**config.mk**
```make
export PLATFORM = sky130hd
export DESIGN_NAME = hmt_prep
export DESIGN_NICKNAME = d
export VERILOG_FILES = /design/src/hw/rtl/hmt_pkg.sv /design/src/hw/rtl/hmt_prep.sv
export SDC_FILE = /design/constraint.sdc
export NUM_CORES = 1
export LEC_CHECK = 0
export BUFFER_PORTS_ARGS = -buffer_cell sky130_fd_sc_hd__buf_2
export CAP_MARGIN = 15
export CELL_PAD_IN_SITES_DETAIL_PLACEMENT = 1
export CELL_PAD_IN_SITES_GLOBAL_PLACEMENT = 1
export CORE_AREA = 2 2 332 202
export DETAILED_ROUTE_END_ITERATION = 8
export DIE_AREA = 0 0 334 204
export HOLD_SLACK_MARGIN = 0.15
export PLACE_DENSITY_LB_ADDON = 0.1
export SYNTH_ARGS = -nofsm -noshare
export SYNTH_HDL_FRONTEND = slang
export SYNTH_SLANG_ARGS = --single-unit
```
**constraint.sdc**
```tcl
create_clock -name clk_i -period 3.85 [get_ports clk_i]
set_clock_uncertainty 0.05 [all_clocks]
set_input_delay 0.1925 -clock clk_i [delete_from_list [all_inputs] [get_ports clk_i]]
set_output_delay 0.1925 -clock clk_i [all_outputs]
set_load 0.01 [all_outputs]
```
**src/hw/rtl/hmt_pkg.sv**
```systemverilog
// Shared types, constants and helpers of the homogeneous matrix transform.
package hmt_pkg;

  localparam int unsigned NCOL      = 4;
  localparam int unsigned NLANE     = 3;
  localparam int unsigned NREG      = 8;
  localparam int unsigned CFG_W     = 64;
  localparam int unsigned CFG_IDX_W = 4;
  localparam int unsigned PROD_W    = 64;
  localparam int unsigned SUM_W     = 66;
  localparam int unsigned RES_W     = 50;
  localparam int unsigned REM_W     = RES_W + 1;
  localparam int unsigned QUO_W     = 32;
  localparam int unsigned DIV_STEPS = QUO_W;

  localparam logic signed [31:0]    S32_MAX = 32'sh7FFF_FFFF;
  localparam logic signed [31:0]    S32_MIN = 32'sh8000_0000;
  localparam logic signed [RES_W-1:0] Q_ONE = RES_W'(65536);
  localparam logic signed [SUM_W-1:0] RND_HALF = SUM_W'(32768);

  localparam logic [NREG-1:0][CFG_W-1:0] CFG_RST = {
    64'h0001_0000_0000_0000,
    64'h0000_0000_0000_0000,
    64'h0000_0000_0001_0000,
    64'h0000_0000_0000_0000,
    64'h0000_0000_0000_0000,
    64'h0001_0000_0000_0000,
    64'h0000_0000_0000_0000,
    64'h0000_0000_0001_0000
  };

  typedef enum logic [1:0] {
    MODE_PASS,
    MODE_WZERO,
    MODE_DIV
  } hmt_mode_e;

  typedef struct packed {
    logic              action;
    logic signed [31:0] in_x;
    logic signed [31:0] in_y;
    logic signed [31:0] in_z;
  } hmt_in_t;

  typedef struct packed {
    logic signed [31:0] out_x;
    logic signed [31:0] out_y;
    logic signed [31:0] out_z;
    logic              w_zero;
    logic              saturated;
  } hmt_out_t;

  typedef logic [NREG-1:0][CFG_W-1:0] hmt_cfg_t;
  typedef logic signed [RES_W-1:0] hmt_res_t;

  typedef struct packed {
    logic              use_div;
    logic              neg;
    logic signed [31:0] byp;
    logic              byp_sat;
  } hmt_lane_t;

  typedef struct packed {
    logic                             w_zero;
    logic [RES_W-1:0]                 den;
    hmt_lane_t [NLANE-1:0]            lane;
    logic [NLANE-1:0][REM_W-1:0]      rem;
    logic [NLANE-1:0][QUO_W-1:0]      nq;
  } hmt_div_t;

  function automatic logic signed [31:0] mat_entry(input hmt_cfg_t cfg, input int c,
                                                   input int r);
    logic [2:0] idx;
    idx = 3'((c << 1) + (r >> 1));
    return (r & 1) != 0 ? cfg[idx][63:32] : cfg[idx][31:0];
  endfunction

  function automatic logic signed [31:0] sat32(input hmt_res_t v);
    if (v > RES_W'(S32_MAX)) return S32_MAX;
    if (v < RES_W'(S32_MIN)) return S32_MIN;
    return v[31:0];
  endfunction

  function automatic logic is_sat32(input hmt_res_t v);
    return (v > RES_W'(S32_MAX)) || (v < RES_W'(S32_MIN));
  endfunction

endpackage

```
**src/hw/rtl/hmt_prep.sv**
```systemverilog
// Classification of w, magnitudes, bypass values and divider setup over two stages.
module hmt_prep import hmt_pkg::*; (
  input  logic                clk_i,
  input  logic                rst_ni,
  input  logic                en_i,
  input  logic                valid_i,
  input  logic                point_i,
  input  hmt_res_t [NCOL-1:0] res_i,
  output logic                valid_o,
  output hmt_div_t            div_o
);

  logic [1:0]       vld_q;
  hmt_mode_e        mode_q;
  logic [RES_W-1:0] den_q;
  logic [RES_W-1:0] mag_q [NLANE];
  logic             neg_q [NLANE];
  logic signed [31:0] byp_q [NLANE];
  logic             bsat_q [NLANE];
  hmt_div_t         div_q;

  hmt_mode_e        mode_d;
  hmt_res_t         w;

  assign w = res_i[3];

  always_comb begin
    priority if (!point_i)    mode_d = MODE_PASS;
    else if (w == '0)         mode_d = MODE_WZERO;
    else if (w == Q_ONE)      mode_d = MODE_PASS;
    else                      mode_d = MODE_DIV;
  end

  always_ff @(posedge clk_i or negedge rst_ni) begin
    if (!rst_ni) begin
      vld_q <= '0;
    end else if (en_i) begin
      vld_q <= {vld_q[0], valid_i};
    end
  end

  always_ff @(posedge clk_i) begin
    if (en_i) begin
      mode_q <= mode_d;
      den_q  <= w[RES_W-1] ? RES_W'(-w) : RES_W'(w);
      for (int i = 0; i < NLANE; i++) begin
        mag_q[i] <= res_i[i][RES_W-1] ? RES_W'(-res_i[i]) : RES_W'(res_i[i]);
        neg_q[i] <= res_i[i][RES_W-1] ^ w[RES_W-1];
        if (mode_d == MODE_WZERO) begin
          byp_q[i]  <= (res_i[i] > 0) ? S32_MAX : ((res_i[i] < 0) ? S32_MIN : 32'sd0);
          bsat_q[i] <= res_i[i] != '0;
        end else begin
          byp_q[i]  <= sat32(res_i[i]);
          bsat_q[i] <= is_sat32(res_i[i]);
        end
      end

      div_q.w_zero <= mode_q == MODE_WZERO;
      div_q.den    <= den_q;
      for (int i = 0; i < NLANE; i++) begin
        if (mode_q == MODE_DIV && ({16'b0, mag_q[i]} >= {den_q, 16'b0})) begin
          div_q.lane[i].use_div <= 1'b0;
          div_q.lane[i].byp     <= neg_q[i] ? S32_MIN : S32_MAX;
          div_q.lane[i].byp_sat <= 1'b1;
        end else begin
          div_q.lane[i].use_div <= mode_q == MODE_DIV;
          div_q.lane[i].byp     <= byp_q[i];
          div_q.lane[i].byp_sat <= bsat_q[i];
        end
        div_q.lane[i].neg <= neg_q[i];
        div_q.rem[i]      <= REM_W'(mag_q[i] >> 16);
        div_q.nq[i]       <= {mag_q[i][15:0], 16'b0};
      end
    end
  end

  assign valid_o = vld_q[1];
  assign div_o   = div_q;

endmodule

```
==> out/results.ini <==
[critical_path]
cp-start-kind=input pin
crit_arrival_ps=4110
cp-end-kind=flop
criticalPathCategory=input pin to flop
critical_path_peak_fanout=8
required_ps=4170

[detailed_routing]
drc_errors=0
vias=20583
first_pass_iters=5
postRouteWirelength_um=92100
first_iter_violations=1766
ant_nets=0
viasPerCell=5.34
post_drt_wl_per_cell_um=23.9

[placed_design]
dp.cells=3433
dp_hpwl_um=63800
io_buffers=511
gp_congestion=0.877

[global_route]
antenna_found_initial=6
overflow=0
grt_max_degree=176
grt_pass1_vias=21510
track_usage_pct=26.7
grt_pass1_wl_um=136000

[sta]
final-setup-viol-count=0
finalHoldViolations=0
max_freq_mhz=264
tightestPinTransition_ps=1130
slew_violations=0
post-route-min-period_ps=3790
rsz0062_at_grt=true
max_slew_margin_pct=24.4
fin_crit_sh_pct=98.4

[power_and_ir_drop]
p_per_area_mw_per_mm2=454
peakVddDrop_mv=0.317
finalPower_mw=16.6
p_leak_nw=14.4

[clock_network]
cts_buffers=57
clock-root-buffer=clkbuf_16
cts_tree=yes
h-tree-depth=2
cts_sinks=612
post_cts_buffers=0
clk_latency_ps=630
clkTransAtPathRegs_ps=70
clockBufferDepth=3

[synthesis]
ys_types=64
avgSynthCellArea_um2=13.4
synth_top_area_share_pct=64.4
synth_area_leaders=edfxtp_1, xnor2_1, ha_1
synth_top_family_by_area=compound AO/OA/AOI/OAI gates
yosys-top-cells-count=edfxtp_1, nand2_1, xnor2_1
synth-simple-area-share_pct=9.16
yosys.area.top_type=edfxtp_1
ys_ff_latch=612
yosys_warnings=0
async_flop_share_pct=0.327
synth_mux_area_share_pct=1.25
synth-main-ff-cell=edfxtp_1
synth_fa_ha_area_share_pct=4.66
netlist_area_mm2=0.0284
netlist_instances=2114
synthXorXnorAreaFrac_pct=5.88
yosysSeqAreaShare_pct=64.6
synth_compound_area_share_pct=9.21
synth_edf_count=610
post-synth-top-count-cell=edfxtp_1

[die]
die_w_um=334
die_area_mm2=0.0681
initial_core_util_pct=43.5
core-area_mm2=0.0654
die-height_um=204
std_cell_rows=73
ios=611

[cells_and_area]
drive_above_1_share_pct=24.9
final_cells=3856
fin_nets=3258
syn2layout_area_growth_pct=29.0
fin_util_pct=56.1

[flow_run]
drv_cap=0

[hold_path]
min_path_type=input pin to flop

[run_status]
status=finished, final reports clean

-- final timing paths --
check,from,end,slack [ps],cells past startpoint
max in group asynchronous,rst_ni,vld_q[1],3200,3
hold / removal,res_i[50],mag_q[0][50],310,2
hold reg to reg,mag_q[0][2],div_o[18],400,0
setup reg to reg,den_q[1],div_o[266],150,9
setup / recovery,res_i[106],mag_q[0][136],60,9
min in group asynchronous,rst_ni,vld_q[0],410,3
-- critical path: stages --
cell	delay, ps
dlygate4sd3_1	550
buf_2	150
or4_1	740
nor4_1	610
nand3_1	280
or3_1	500
o41ai_1	390
xnor2_1	110
dlygate4sd3_1	570
-- power by group --
part           switching (mW)  internal, mW  total [mW]
logic                    1.44          1.03        2.47
registers               0.288          8.09        8.37
clock network            2.59          3.21        5.80
-- metrics by stage --
| stage | TNS (ps) | hold WS, ps | area [um^2] | worst slack [ps] |
|---|---|---|---|---|
| after detailed placement | 0 | -71.1 | 31600 | 171 |
| final | 0 | 308 | 36700 | 60.5 |
| after global routing | -25.0 | 290 | 36700 | -25.0 |
| after floorplan | 0 | -153 | 28800 | 433 |
| after CTS | 0 | 258 | 36600 | 152 |
| after global placement | 0 | -74.1 | 31600 | 250 |
-- kinds of logic after synthesis --
kind of cell | Yosys count
flops | 612
simple gates | 508
compound gates | 391
buf+inv | 270
xor+xnor | 191
fa+ha+maj | 106
mux | 35
other cells | 1
-- final cells by class --
cell class                 count  area [um^2]
fill                        6691        28700
sequential                   612        18400
multi-input combinational   1330         9040
timing repair buffer         859         6030
clock buffer                  74         1540
tap                          862         1080
inverter                      87          327
clock inverter                29          298
antenna                        3         7.51
-- routing by layer --
metal,up-vias,global-route usage (%),part of all wire (%)
met3,130,4.88,6.4
li1,9367,-,-
met1,10421,36.7,43
met2,661,43.9,48
met4,4,7.24,2.5
met5,-,0,0.036
-- repair_timing --
item,CTS,global route
hold buffers,315,0
setup endpoints to repair,0,40
gates resized for setup,0,6
hold endpoints to repair,344,0
-- flip-flops by register name (all words and copies together) (netlist names) --
signal,count
vld_q,2
bsat_q,3
den_q,50
neg_q,3
div_o,306
mag_q,150
byp_q,96
mode_q,2
-- cells in the final DEF (no fill, tap or decap), types with 10 or more instances in the layout --
cell type	n
edfxtp_1	610
buf_2	510
dlygate4sd3_1	315
nand2_1	215
xnor2_1	188
o21ai_0	114
ha_1	106
conb_1	99
inv_1	87
a21oi_1	78
o31ai_1	59
nor2_1	58
clkbuf_16	57
or4_1	35
a21oi_2	35
a31o_2	32
mux2i_1	31
nand4_1	30
buf_4	29
o41ai_1	28
or3_1	26
nor4_1	25
nand3_1	25
nand2b_1	18
or2_2	17
a21o_1	16
nor3_1	15
clkbuf_1	12
clkinv_1	10
No activity file was read; power rests on OpenSTA's default activity.
