**src/hw/rtl/hmt_pkg.sv**
```systemverilog
// Shared types, constants and helpers of the homogeneous matrix transform.
package hmt_pkg;

  localparam int unsigned NCOL      = 4;
  localparam int unsigned NLANE     = 3;
  localparam int unsigned NREG      = 8;
  localparam int unsigned CFG_W     = 64;
  localparam int unsigned CFG_IDX_W = 4;
  localparam int unsigned PROD_W    = 64;
  localparam int unsigned SUM_W     = 66;
  localparam int unsigned RES_W     = 50;
  localparam int unsigned REM_W     = RES_W + 1;
  localparam int unsigned QUO_W     = 32;
  localparam int unsigned DIV_STEPS = QUO_W;

  localparam logic signed [31:0]    S32_MAX = 32'sh7FFF_FFFF;
  localparam logic signed [31:0]    S32_MIN = 32'sh8000_0000;
  localparam logic signed [RES_W-1:0] Q_ONE = RES_W'(65536);
  localparam logic signed [SUM_W-1:0] RND_HALF = SUM_W'(32768);

  localparam logic [NREG-1:0][CFG_W-1:0] CFG_RST = {
    64'h0001_0000_0000_0000,
    64'h0000_0000_0000_0000,
    64'h0000_0000_0001_0000,
    64'h0000_0000_0000_0000,
    64'h0000_0000_0000_0000,
    64'h0001_0000_0000_0000,
    64'h0000_0000_0000_0000,
    64'h0000_0000_0001_0000
  };

  typedef enum logic [1:0] {
    MODE_PASS,
    MODE_WZERO,
    MODE_DIV
  } hmt_mode_e;

  typedef struct packed {
    logic              action;
    logic signed [31:0] in_x;
    logic signed [31:0] in_y;
    logic signed [31:0] in_z;
  } hmt_in_t;

  typedef struct packed {
    logic signed [31:0] out_x;
    logic signed [31:0] out_y;
    logic signed [31:0] out_z;
    logic              w_zero;
    logic              saturated;
  } hmt_out_t;

  typedef logic [NREG-1:0][CFG_W-1:0] hmt_cfg_t;
  typedef logic signed [RES_W-1:0] hmt_res_t;

  typedef struct packed {
    logic              use_div;
    logic              neg;
    logic signed [31:0] byp;
    logic              byp_sat;
  } hmt_lane_t;

  typedef struct packed {
    logic                             w_zero;
    logic [RES_W-1:0]                 den;
    hmt_lane_t [NLANE-1:0]            lane;
    logic [NLANE-1:0][REM_W-1:0]      rem;
    logic [NLANE-1:0][QUO_W-1:0]      nq;
  } hmt_div_t;

  function automatic logic signed [31:0] mat_entry(input hmt_cfg_t cfg, input int c,
                                                   input int r);
    logic [2:0] idx;
    idx = 3'((c << 1) + (r >> 1));
    return (r & 1) != 0 ? cfg[idx][63:32] : cfg[idx][31:0];
  endfunction

  function automatic logic signed [31:0] sat32(input hmt_res_t v);
    if (v > RES_W'(S32_MAX)) return S32_MAX;
    if (v < RES_W'(S32_MIN)) return S32_MIN;
    return v[31:0];
  endfunction

  function automatic logic is_sat32(input hmt_res_t v);
    return (v > RES_W'(S32_MAX)) || (v < RES_W'(S32_MIN));
  endfunction

endpackage

```
**src/hw/rtl/hmt_outq.sv**
```systemverilog
// Two-entry output queue that decouples the pipeline from the result consumer.
module hmt_outq import hmt_pkg::*; (
  input  logic     clk_i,
  input  logic     rst_ni,
  input  logic     push_i,
  input  hmt_out_t item_i,
  output logic     room_o,
  output logic     out_valid_o,
  input  logic     out_ready_i,
  output hmt_out_t out_item_o
);

  logic [1:0] cnt_q, cnt_d;
  hmt_out_t   head_q, head_d, tail_q, tail_d;
  logic       pop;

  assign pop = out_valid_o && out_ready_i;

  always_comb begin
    head_d = head_q;
    tail_d = tail_q;
    unique case (cnt_q)
      2'd0: begin
        if (push_i) head_d = item_i;
      end
      2'd1: begin
        if (pop) begin
          if (push_i) head_d = item_i;
        end else if (push_i) begin
          tail_d = item_i;
        end
      end
      2'd2: begin
        if (pop) begin
          head_d = tail_q;
          if (push_i) tail_d = item_i;
        end
      end
      default: begin
        head_d = head_q;
      end
    endcase
    cnt_d = cnt_q + 2'(push_i) - 2'(pop);
  end

  always_ff @(posedge clk_i or negedge rst_ni) begin
    if (!rst_ni) begin
      cnt_q <= '0;
    end else begin
      cnt_q <= cnt_d;
    end
  end

  always_ff @(posedge clk_i) begin
    head_q <= head_d;
    tail_q <= tail_d;
  end

  assign room_o      = cnt_q < 2'd2;
  assign out_valid_o = cnt_q != 2'd0;
  assign out_item_o  = head_q;

endmodule

```
**config.mk**
```make
export PLATFORM = sky130hd
export DESIGN_NAME = hmt_outq
export DESIGN_NICKNAME = d
export VERILOG_FILES = /design/src/hw/rtl/hmt_pkg.sv /design/src/hw/rtl/hmt_outq.sv
export SDC_FILE = /design/constraint.sdc
export NUM_CORES = 1
export LEC_CHECK = 0
export BUFFER_PORTS_ARGS = -buffer_cell sky130_fd_sc_hd__buf_4
export CAP_MARGIN = 5
export CORE_UTILIZATION = 29
export DETAILED_ROUTE_END_ITERATION = 16
export SETUP_SLACK_MARGIN = 0.1
export SLEW_MARGIN = 40
export SYNTH_ARGS = -nofsm -noshare
export SYNTH_HDL_FRONTEND = slang
export SYNTH_SLANG_ARGS = --single-unit
export TNS_END_PERCENT = 30
```
**constraint.sdc**
```tcl
create_clock -name clk_i -period 11.5 [get_ports clk_i]
set_input_delay 1.725 -clock clk_i [delete_from_list [all_inputs] [get_ports clk_i]]
set_output_delay 1.725 -clock clk_i [all_outputs]
set_load 0.02 [all_outputs]
```
==> reports/metrics.cfg, run 1 <==
[clock_network]
root_buffer=clkbuf_16
cts_max_level=4
hold_buffers=0
cts_buffers=17
cts_max_path_buffers=2
cts_tree=done
cts_setup_buffers=0
insertion_delay_ns=0.43
clkSinkCount=198
post_cts_resized=0
clkSlewWorstSetupHoldPaths_ns=0.07

[sta]
fin_crit_ns=3.41
clock-skew-final_ns=0.0129
final_max_slew_viol_count=0
worst_slew_pin_slew_ns=0.802
max_freq_mhz=294
maxSlewHeadroom=0.465
setup-violations-final=0
hold_violations=0
fin_crit_sh=0.296
setup_tns_ns=0
rsz0062_at_grt=false

[power_and_ir_drop]
p_sw_frac=0.297
fin_total_pwr_uw=2210
leakagePower_uw=0.00357
p_clk_frac=0.268
p_comb_frac=0.260
p_int_uw=1560
peakVddDrop_mv=0.176
power_density_nw_per_um2=227
pwr-share-seq=0.472
p_sw_uw=657

[synth]
syn_inst=319
synth_seq_cells=198
syn_avg_cell_area_um2=22.8
syn-num-nets=422
yosys_warnings=0
netlist_area_um2=7260
yosysUniqueCellTypes=19
yosysSeqAreaShare=0.818

[critical_path]
crit_top_cell=buf_4
crit_type=primary input to flop
worstReg2RegStart=cnt_q[1]
crit_path_top_delay_cell=and2_4
required_ns=11.62
cp-start-kind=primary input
cp_max_fo=42
cp.arrival_ns=3.52
endpoint_kind=flop
reg2regPathDepth=4
crit_start=out_ready_i
crit_chain=buf_4, nand2b_1, o21ai_0, and2_4, buf_4, buf_12
cpPeakStageDelay_ns=0.53

[placement]
port_buffers=201
postPlaceCellArea_um2=9120
place_hpwl_mm=9.55
gp_congestion=0.755

[floorplanning]
rows=57
die_width_um=160
start_util=0.297
boundaryPins=202
die-area_um2=25700
die_h_um=160
core_um2=24500

[routing]
drt-pass1-iter-count=4
wl_per_cell_um=16.5
drt_iter0_drc=134
drc_errors=0
vias=3668
postRouteAntennaNets=0
finalWirelength_mm=14.3
avgViaCountPerCell=4.22

[run]
maxCapViolCount=0

[finish]
layout-drive-gt1-share=0.623
layout_commonest_cell=buf_4
layout_common_cells=buf_4 (203), edfxtp_1 (196), mux2_2 (89), clkbuf_16 (17), mux2_4 (9)
final_area_um2=9740
antennaDiodeCount=0
regArea_um2=5940
final_nets=636
syn2layout_area_growth_pct=34.2
multi_input_area_um2=1240
fillers=2192

[global_route]
grt_usage=0.114
grt_pass1_vias=3904
antenna_found_initial=0
gr-total-overflow=0
grt_pass1_wl_mm=22.4
grt_max_degree=60

[run_status]
status=completed

[min_path]
min_path_cells=1
hold_class=flop to flop
min_from=tail_q[39]

synthesized netlist by cell type (all sizes together):
| cell type | count | area [um2] |
|---|---|---|
| a32o | 1 | 10.0 |
| and2 | 1 | 6.26 |
| buf | 10 | 86.3 |
| dfrtp | 2 | 50.1 |
| edfxtp | 196 | 5890 |
| ha | 1 | 12.5 |
| inv | 2 | 7.50 |
| mux2 | 98 | 1140 |
| nand2 | 1 | 3.75 |
| nand2b | 1 | 6.26 |
| nand3b | 1 | 7.51 |
| nor2 | 1 | 20.0 |
| o21ai | 2 | 10.0 |
| or2 | 1 | 6.26 |
| xnor2 | 1 | 8.76 |
layer usage:
metal / vias to the layer above / wire, um / GRT usage
met3: 11 / 1340 / 0.0540
met4: 0 / 155 / 0.0377
met1: 1823 / 6300 / 0.143
li1: 1699 / - / -
met2: 135 / 6550 / 0.172
met5: - / 0 / 0
path summary, 6_finish.rpt:
path	end	slack, ns
max in group asynchronous	cnt_q[0]	10.35
min reg2reg	out_item_o[39]	0.55
max	tail_q[72]	8.09
min	out_item_o[39]	0.55
min in group asynchronous	cnt_q[1]	1.06
max reg2reg	out_item_o[60]	8.55
sequential cells by signal, summed over array words and instances, names as in the netlist:
name,count
cnt_q,2
out_item_o,98
tail_q,98
power groups by stage:
stage	combinational (uW)	clock (uW)	sequential (uW)
floorplan	230	0	1190
global placement	574	0	1060
detailed placement	585	0	1060
CTS	585	613	1050
global route	614	637	1060
finish	575	594	1040
cell families (layout without fill, tap and decap cells):
kind of cell / after synthesis / count (layout) / share of synthesized area
simple gates: 6 / 6 / 0.00690
xor+xnor: 1 / 1 / 0.00121
mux: 98 / 98 / 0.157
flops: 198 / 198 / 0.818
fa+ha+maj: 1 / 1 / 0.00172
buf+inv: 12 / 239 / 0.0129
compound gates: 3 / 3 / 0.00276
stage by stage:
step	util	hold slack (ns)	setup slack (ns)	instances
finish	0.398	0.550	8.09	870
global route	0.398	0.559	7.92	870
CTS	0.397	0.551	7.97	869
detailed placement	0.373	0.531	7.51	837
global placement	0.373	0.527	7.51	837
floorplan	-	0.523	6.73	319
critical path: cells and delay by family:
kind | cells | cell delay [ns]
and+or+nand+nor | 2 | 0.71
AOI/OAI and AO/OA | 1 | 0.17
buffers and inverters | 3 | 0.84
area by class of cell:
| type | count | share of cell area |
|---|---|---|
| multi-input cells | 109 | 0.128 |
| well taps | 324 | 0.0416 |
| repair buffers | 205 | 0.160 |
| flip-flops and latches | 198 | 0.610 |
| clock inverters | 15 | 0.0171 |
| clock buffers | 17 | 0.0437 |
| inverters | 2 | 0.000771 |
Note: power is estimated with default switching activity, not from simulation.
==> inputs of run 2 (changes only) <==
==> constraint.sdc (replaced) <==
create_clock -name clk_i -period 3.1 [get_ports clk_i]
set_input_delay 0.465 -clock clk_i [delete_from_list [all_inputs] [get_ports clk_i]]
set_output_delay 0.465 -clock clk_i [all_outputs]
set_load 0.02 [all_outputs]
==> run 2 against run 1 <==
Total power grew to 3.8 times the previous value. First-iteration DRC count grew 60%. Flip-flop and latch count is the same. Register-to-register slack lost 7.5 ns. Utilization grew 0.19 points. Routed wire length grew 1.0%. Setup slack lost 7.0 ns. Hold slack lost 0.33 ns. Sequential power grew to 3.7 times the previous value. Clock power grew to 3.8 times the previous value. Sequential share of layout area shrank 0.30 points. Via count grew 1.0%. Critical path type is now flop to flop. Critical endpoint is now tail_q[61]. Highest routed layer unchanged.
==> reports/metrics.cfg, run 2 (synthesized netlist as in run 1, its figures left out) <==
[finish]
antennaDiodeCount=0
layout_common_cells=buf_4 (203), edfxtp_1 (196), mux2_2 (89), clkbuf_16 (17), mux2_4 (9)
layout_commonest_cell=buf_4
syn2layout_area_growth_pct=34.8
layout-drive-gt1-share=0.622
final_nets=638
instances_no_fill=871

[critical_path]
reg2regPathDepth=4
cp-start-kind=flop
rr_endpoint=tail_q[61]
cp_max_fo=36
crit_type=flop to flop
worstReg2RegStart=cnt_q[0]
r2r_setup_slack_ns=1.07
crit_start=cnt_q[0]
cp.arrival_ns=2.14
endpoint_kind=flop
required_ns=3.20

[clock_network]
clkSlewWorstSetupHoldPaths_ns=0.07
cts_max_level=4
cts_tree=done
cts_setup_buffers=0
post_cts_resized=0
root_buffer=clkbuf_16
clkSinkCount=198
hold_buffers=1
insertion_delay_ns=0.42
cts_max_path_buffers=2
cts_buffers=17

[sta]
setup-violations-final=0
fin_crit_ns=2.03
fin_crit_sh=0.656
maxSlewHeadroom=0.573
rsz0062_at_grt=false
hold-worst-slack_ns=0.223
clock-skew-final_ns=0.0135
hold_violations=0
max_freq_mhz=492
final_max_slew_viol_count=0
worst_slew_pin_slew_ns=0.641

[routing]
vias=3705
drt-pass1-iter-count=4
drt_iter0_drc=214
wl_per_cell_um=16.6
avgViaCountPerCell=4.25
finalWirelength_mm=14.5
postRouteAntennaNets=0
drc_errors=0

[floorplanning]
rows=57
start_util=0.297
die-area_um2=25700
die_h_um=160
core_um2=24500
die_width_um=160
boundaryPins=202

[min_path]
min_to=tail_q[89]
min_path_cells=1
hold_class=primary input to flop
min_from=item_i[89]

[global_route]
grt_pass1_wl_mm=22.3
grt_max_degree=99
antenna_found_initial=0
grt_usage=0.114
gr-total-overflow=0
grt_pass1_vias=3954

[power_and_ir_drop]
fin_total_pwr_uw=8310
peakVddDrop_mv=0.863
leakagePower_uw=0.00360
power_density_nw_per_um2=850

[placement]
place_hpwl_mm=9.58
placed_cells=839
gp_congestion=0.759
port_buffers=201

[run]
maxCapViolCount=0

[run_status]
status=completed

==> run 2: per-stage QoR <==
| step | setup WS, ns | area, um2 | TNS, ns | utilization |
|---|---|---|---|---|
| 6_report | 1.07 | 9790 | 0 | 0.400 |
| 5_1_grt | 0.955 | 9790 | 0 | 0.400 |
| 4_1_cts | 1.03 | 9790 | 0 | 0.400 |
| 3_5_place_dp | 0.899 | 9180 | 0 | 0.375 |
| 3_3_place_gp | 0.890 | 9180 | 0 | 0.375 |
| 2_1_floorplan | -0.408 | 7260 | -39.99 | - |
==> run 2: layout make-up <==
cell class | count | area (um2)
clock inverters | 14 | 175
inverters | 2 | 7.51
fillers | 2209 | 14700
multi-input cells | 109 | 1240
well taps | 324 | 405
clock buffers | 17 | 425
flip-flops and latches | 198 | 5940
repair buffers | 207 | 1590
==> run 2: worst max-delay path by stage <==
stage / to / slack [ns] / depth (start not counted)
2_1_floorplan: tail_q[0] / -0.41 / 3
3_3_place_gp: tail_q[70] / 0.89 / 5
3_5_place_dp: tail_q[70] / 0.90 / 5
4_1_cts: tail_q[49] / 1.03 / 4
5_1_grt: tail_q[61] / 0.95 / 4
6_report: tail_q[61] / 1.07 / 4
==> run 2: metal layers <==
| metal | global-route usage | vias to the layer above | part of all wire |
|---|---|---|---|
| met5 | 0 | - | 0 |
| met4 | 0.0403 | 0 | 0.0086 |
| met3 | 0.0423 | 7 | 0.075 |
| met2 | 0.176 | 139 | 0.47 |
| met1 | 0.147 | 1858 | 0.45 |
| li1 | - | 1701 | - |
==> run 2: worst max-delay path, stage by stage, from the launching register on <==
cell      delay (ns)
dfrtp_1         0.49
nand2b_1        0.15
o21ai_0         0.17
and2_4          0.51
buf_4           0.37
==> run 2: power breakdown <==
part           internal, uW  switching, uW  total [uW]
Combinational           951           1220        2170
Clock                  1280            995        2270
Sequential             3700            167        3870
==> inputs of run 3 (changes only) <==
--- a/config.mk
+++ b/config.mk
@@ -5,6 +5,7 @@
 export SDC_FILE = /design/constraint.sdc
 export NUM_CORES = 1
 export LEC_CHECK = 0
+export ABC_AREA = 1
 export BUFFER_PORTS_ARGS = -buffer_cell sky130_fd_sc_hd__buf_4
 export CAP_MARGIN = 5
 export CORE_UTILIZATION = 29
==> constraint.sdc (replaced) <==
create_clock -name clk_i -period 1.69 [get_ports clk_i]
set_input_delay 0.2535 -clock clk_i [delete_from_list [all_inputs] [get_ports clk_i]]
set_output_delay 0.2535 -clock clk_i [all_outputs]
set_load 0.02 [all_outputs]
==> run 3 against run 2 <==
Clock skew decreased by 0.0043 ns. First-iteration DRC count increased by 14%. Combinational power increased to 2.7 times the previous value. Sequential share of layout area decreased by 5.6 points. Hold slack got worse by 0.20 ns. Register-to-register slack got worse by 0.99 ns.
==> reports/metrics.cfg, run 3 <==
[routing]
vias=5020
wl_per_cell_um=16.3
finalWirelength_mm=18.7
drc_errors=0
drt-pass1-iter-count=4
drt_iter0_drc=244
postRouteAntennaNets=0
avgViaCountPerCell=4.36

[floorplanning]
core_um2=25200
die-area_um2=26300
boundaryPins=202
start_util=0.295
rows=58
die_h_um=162
die_width_um=162

[placement]
placed_cells=1059
port_buffers=201
dp_slack_ns=0.0358
place_hpwl_mm=10.8
gp_congestion=0.710

[critical_path]
cp-start-kind=flop
cp.arrival_ns=1.75
cp_max_fo=7
crit_type=flop to flop
endpoint_kind=flop
required_ns=1.82

[synth]
syn_inst=542
synth_largest_area_cell=edfxtp_1
synth_area_leaders=edfxtp_1 (79%), nand2_1 (10%), nand3_1 (6.8%)
yosysSeqAreaShare=0.799
synth_seq_cells=198
syn-num-nets=645
syn_avg_cell_area_um2=13.7
synthArstFlopShare=0.0101
synth_common_cells=nand2_1 (200), edfxtp_1 (196), nand3_1 (101)
yosys.area.top_type_share=0.792
synth-edff-count=196
yosysUniqueCellTypes=14
ys.flop_type=edfxtp_1
yosys_warnings=0
netlist_area_um2=7430
yosysMostFrequentCell=nand2_1

[power_and_ir_drop]
p_int_uw=11800
peakVddDrop_mv=0.674
p_comb_frac=0.339
p_sw_frac=0.330
fin_total_pwr_uw=17600
p_clk_frac=0.241
leakagePower_uw=0.00446
p_sw_uw=5800
power_density_nw_per_um2=1630
pwr-share-seq=0.419

[sta]
fin_crit_ns=1.62
maxSlewHeadroom=0.789
rsz0062_at_grt=true
setup_tns_ns=0
final_max_slew_viol_count=0
hold_violations=0
setup-violations-final=0
max_freq_mhz=618
worst_slew_pin_slew_ns=0.317
setup_slack_ns=0.0728
clock-skew-final_ns=0.00924
fin_crit_sh=0.957

[clock_network]
cts_tree=done
clkSinkCount=198
cts_max_level=4
cts_buffers=17
cts_max_path_buffers=2
insertion_delay_ns=0.42
clkSlewWorstSetupHoldPaths_ns=0.07
root_buffer=clkbuf_16

[finish]
layout-drive-gt1-share=0.330
instances_no_fill=1151
utilization=0.428
syn2layout_area_growth_pct=45.1
layout_common_cells=buf_4 (211), nand2_1 (200), edfxtp_1 (196), nand3_1 (99), dlygate4sd3_1 (45)
layout_commonest_cell=buf_4
final_nets=910

[global_route]
grt_max_degree=87
antenna_found_initial=1
grt_pass1_wl_mm=26.1
grt_pass1_vias=4817
gr-total-overflow=0
grt_usage=0.132

[min_path]
hold_class=primary input to flop

[run]
maxCapViolCount=0

[run_status]
status=completed

[run 3: metrics by stage]
| stage | hold WS (ns) | cell area, um2 |
|---|---|---|
| floorplan | -0.0421 | 7470 |
| global placement | 0.0403 | 9440 |
| detailed placement | 0.0430 | 9440 |
| CTS | 0.000407 | 10300 |
| global route | 0.0000714 | 10800 |
| finish | 0.0228 | 10800 |
[run 3: final timing paths]
kind,start,endpoint,slack (ns),depth (start not counted)
max,cnt_q[1],tail_q[27],0.07,5
min,item_i[18],tail_q[18],0.02,1
max reg2reg,cnt_q[1],tail_q[27],0.07,5
min reg2reg,tail_q[29],out_item_o[29],0.54,2
max in group asynchronous,rst_ni,cnt_q[1],1.41,2
min in group asynchronous,rst_ni,cnt_q[1],0.18,2
[run 3: final cells by class]
class                      instances  area (um2)
sequential                       198        5940
clock buffer                      22         474
timing repair buffer             278        2440
fill                            2317       14400
inverter                           4        20.0
tap                              330         413
clock inverter                    10         140
multi-input combinational        308        1350
antenna                            1        2.50
[run 3: kinds of logic after synthesis]
family	after synthesis	share of synthesized area
DFF	198	0.799
adders and majority gates	1	0.00168
and+or+nand+nor	303	0.170
AOI/OAI and AO/OA	4	0.00303
buffers and inverters	36	0.0256
[run 3: repair_timing]
item | CTS | global route
pin swaps | 0 | 2
resized for setup | 5 | 13
setup buffers | 0 | 8
hold buffers | 22 | 23
endpoints found under the hold margin | 23 | 23
endpoints found under the setup margin | 221 | 296
gates cloned | 0 | 6
[run 3: metal layers]
layer | vias up | track usage | share of wire
met5 | - | 0 | 0
met4 | 0 | 0.0549 | 0.021
met3 | 21 | 0.0383 | 0.059
met2 | 171 | 0.209 | 0.48
met1 | 2379 | 0.167 | 0.44
li1 | 2449 | - | -
[run 3: critical path: stages, from the launching register on]
cell	delay [ns]
dfrtp_4	0.50
buf_6	0.12
nand3_4	0.08
a21boi_4	0.29
buf_12	0.17
clkbuf_16	0.15
[run 3: power by group through the flow]
stage	clock (uW)	sequential, uW	combinational [uW]
3_3_place_gp	0	7470	5320
6_report	4240	7370	5960
3_5_place_dp	0	7460	5390
2_1_floorplan	0	8420	2100
5_1_grt	4550	7460	6510
4_1_cts	4370	7370	5480
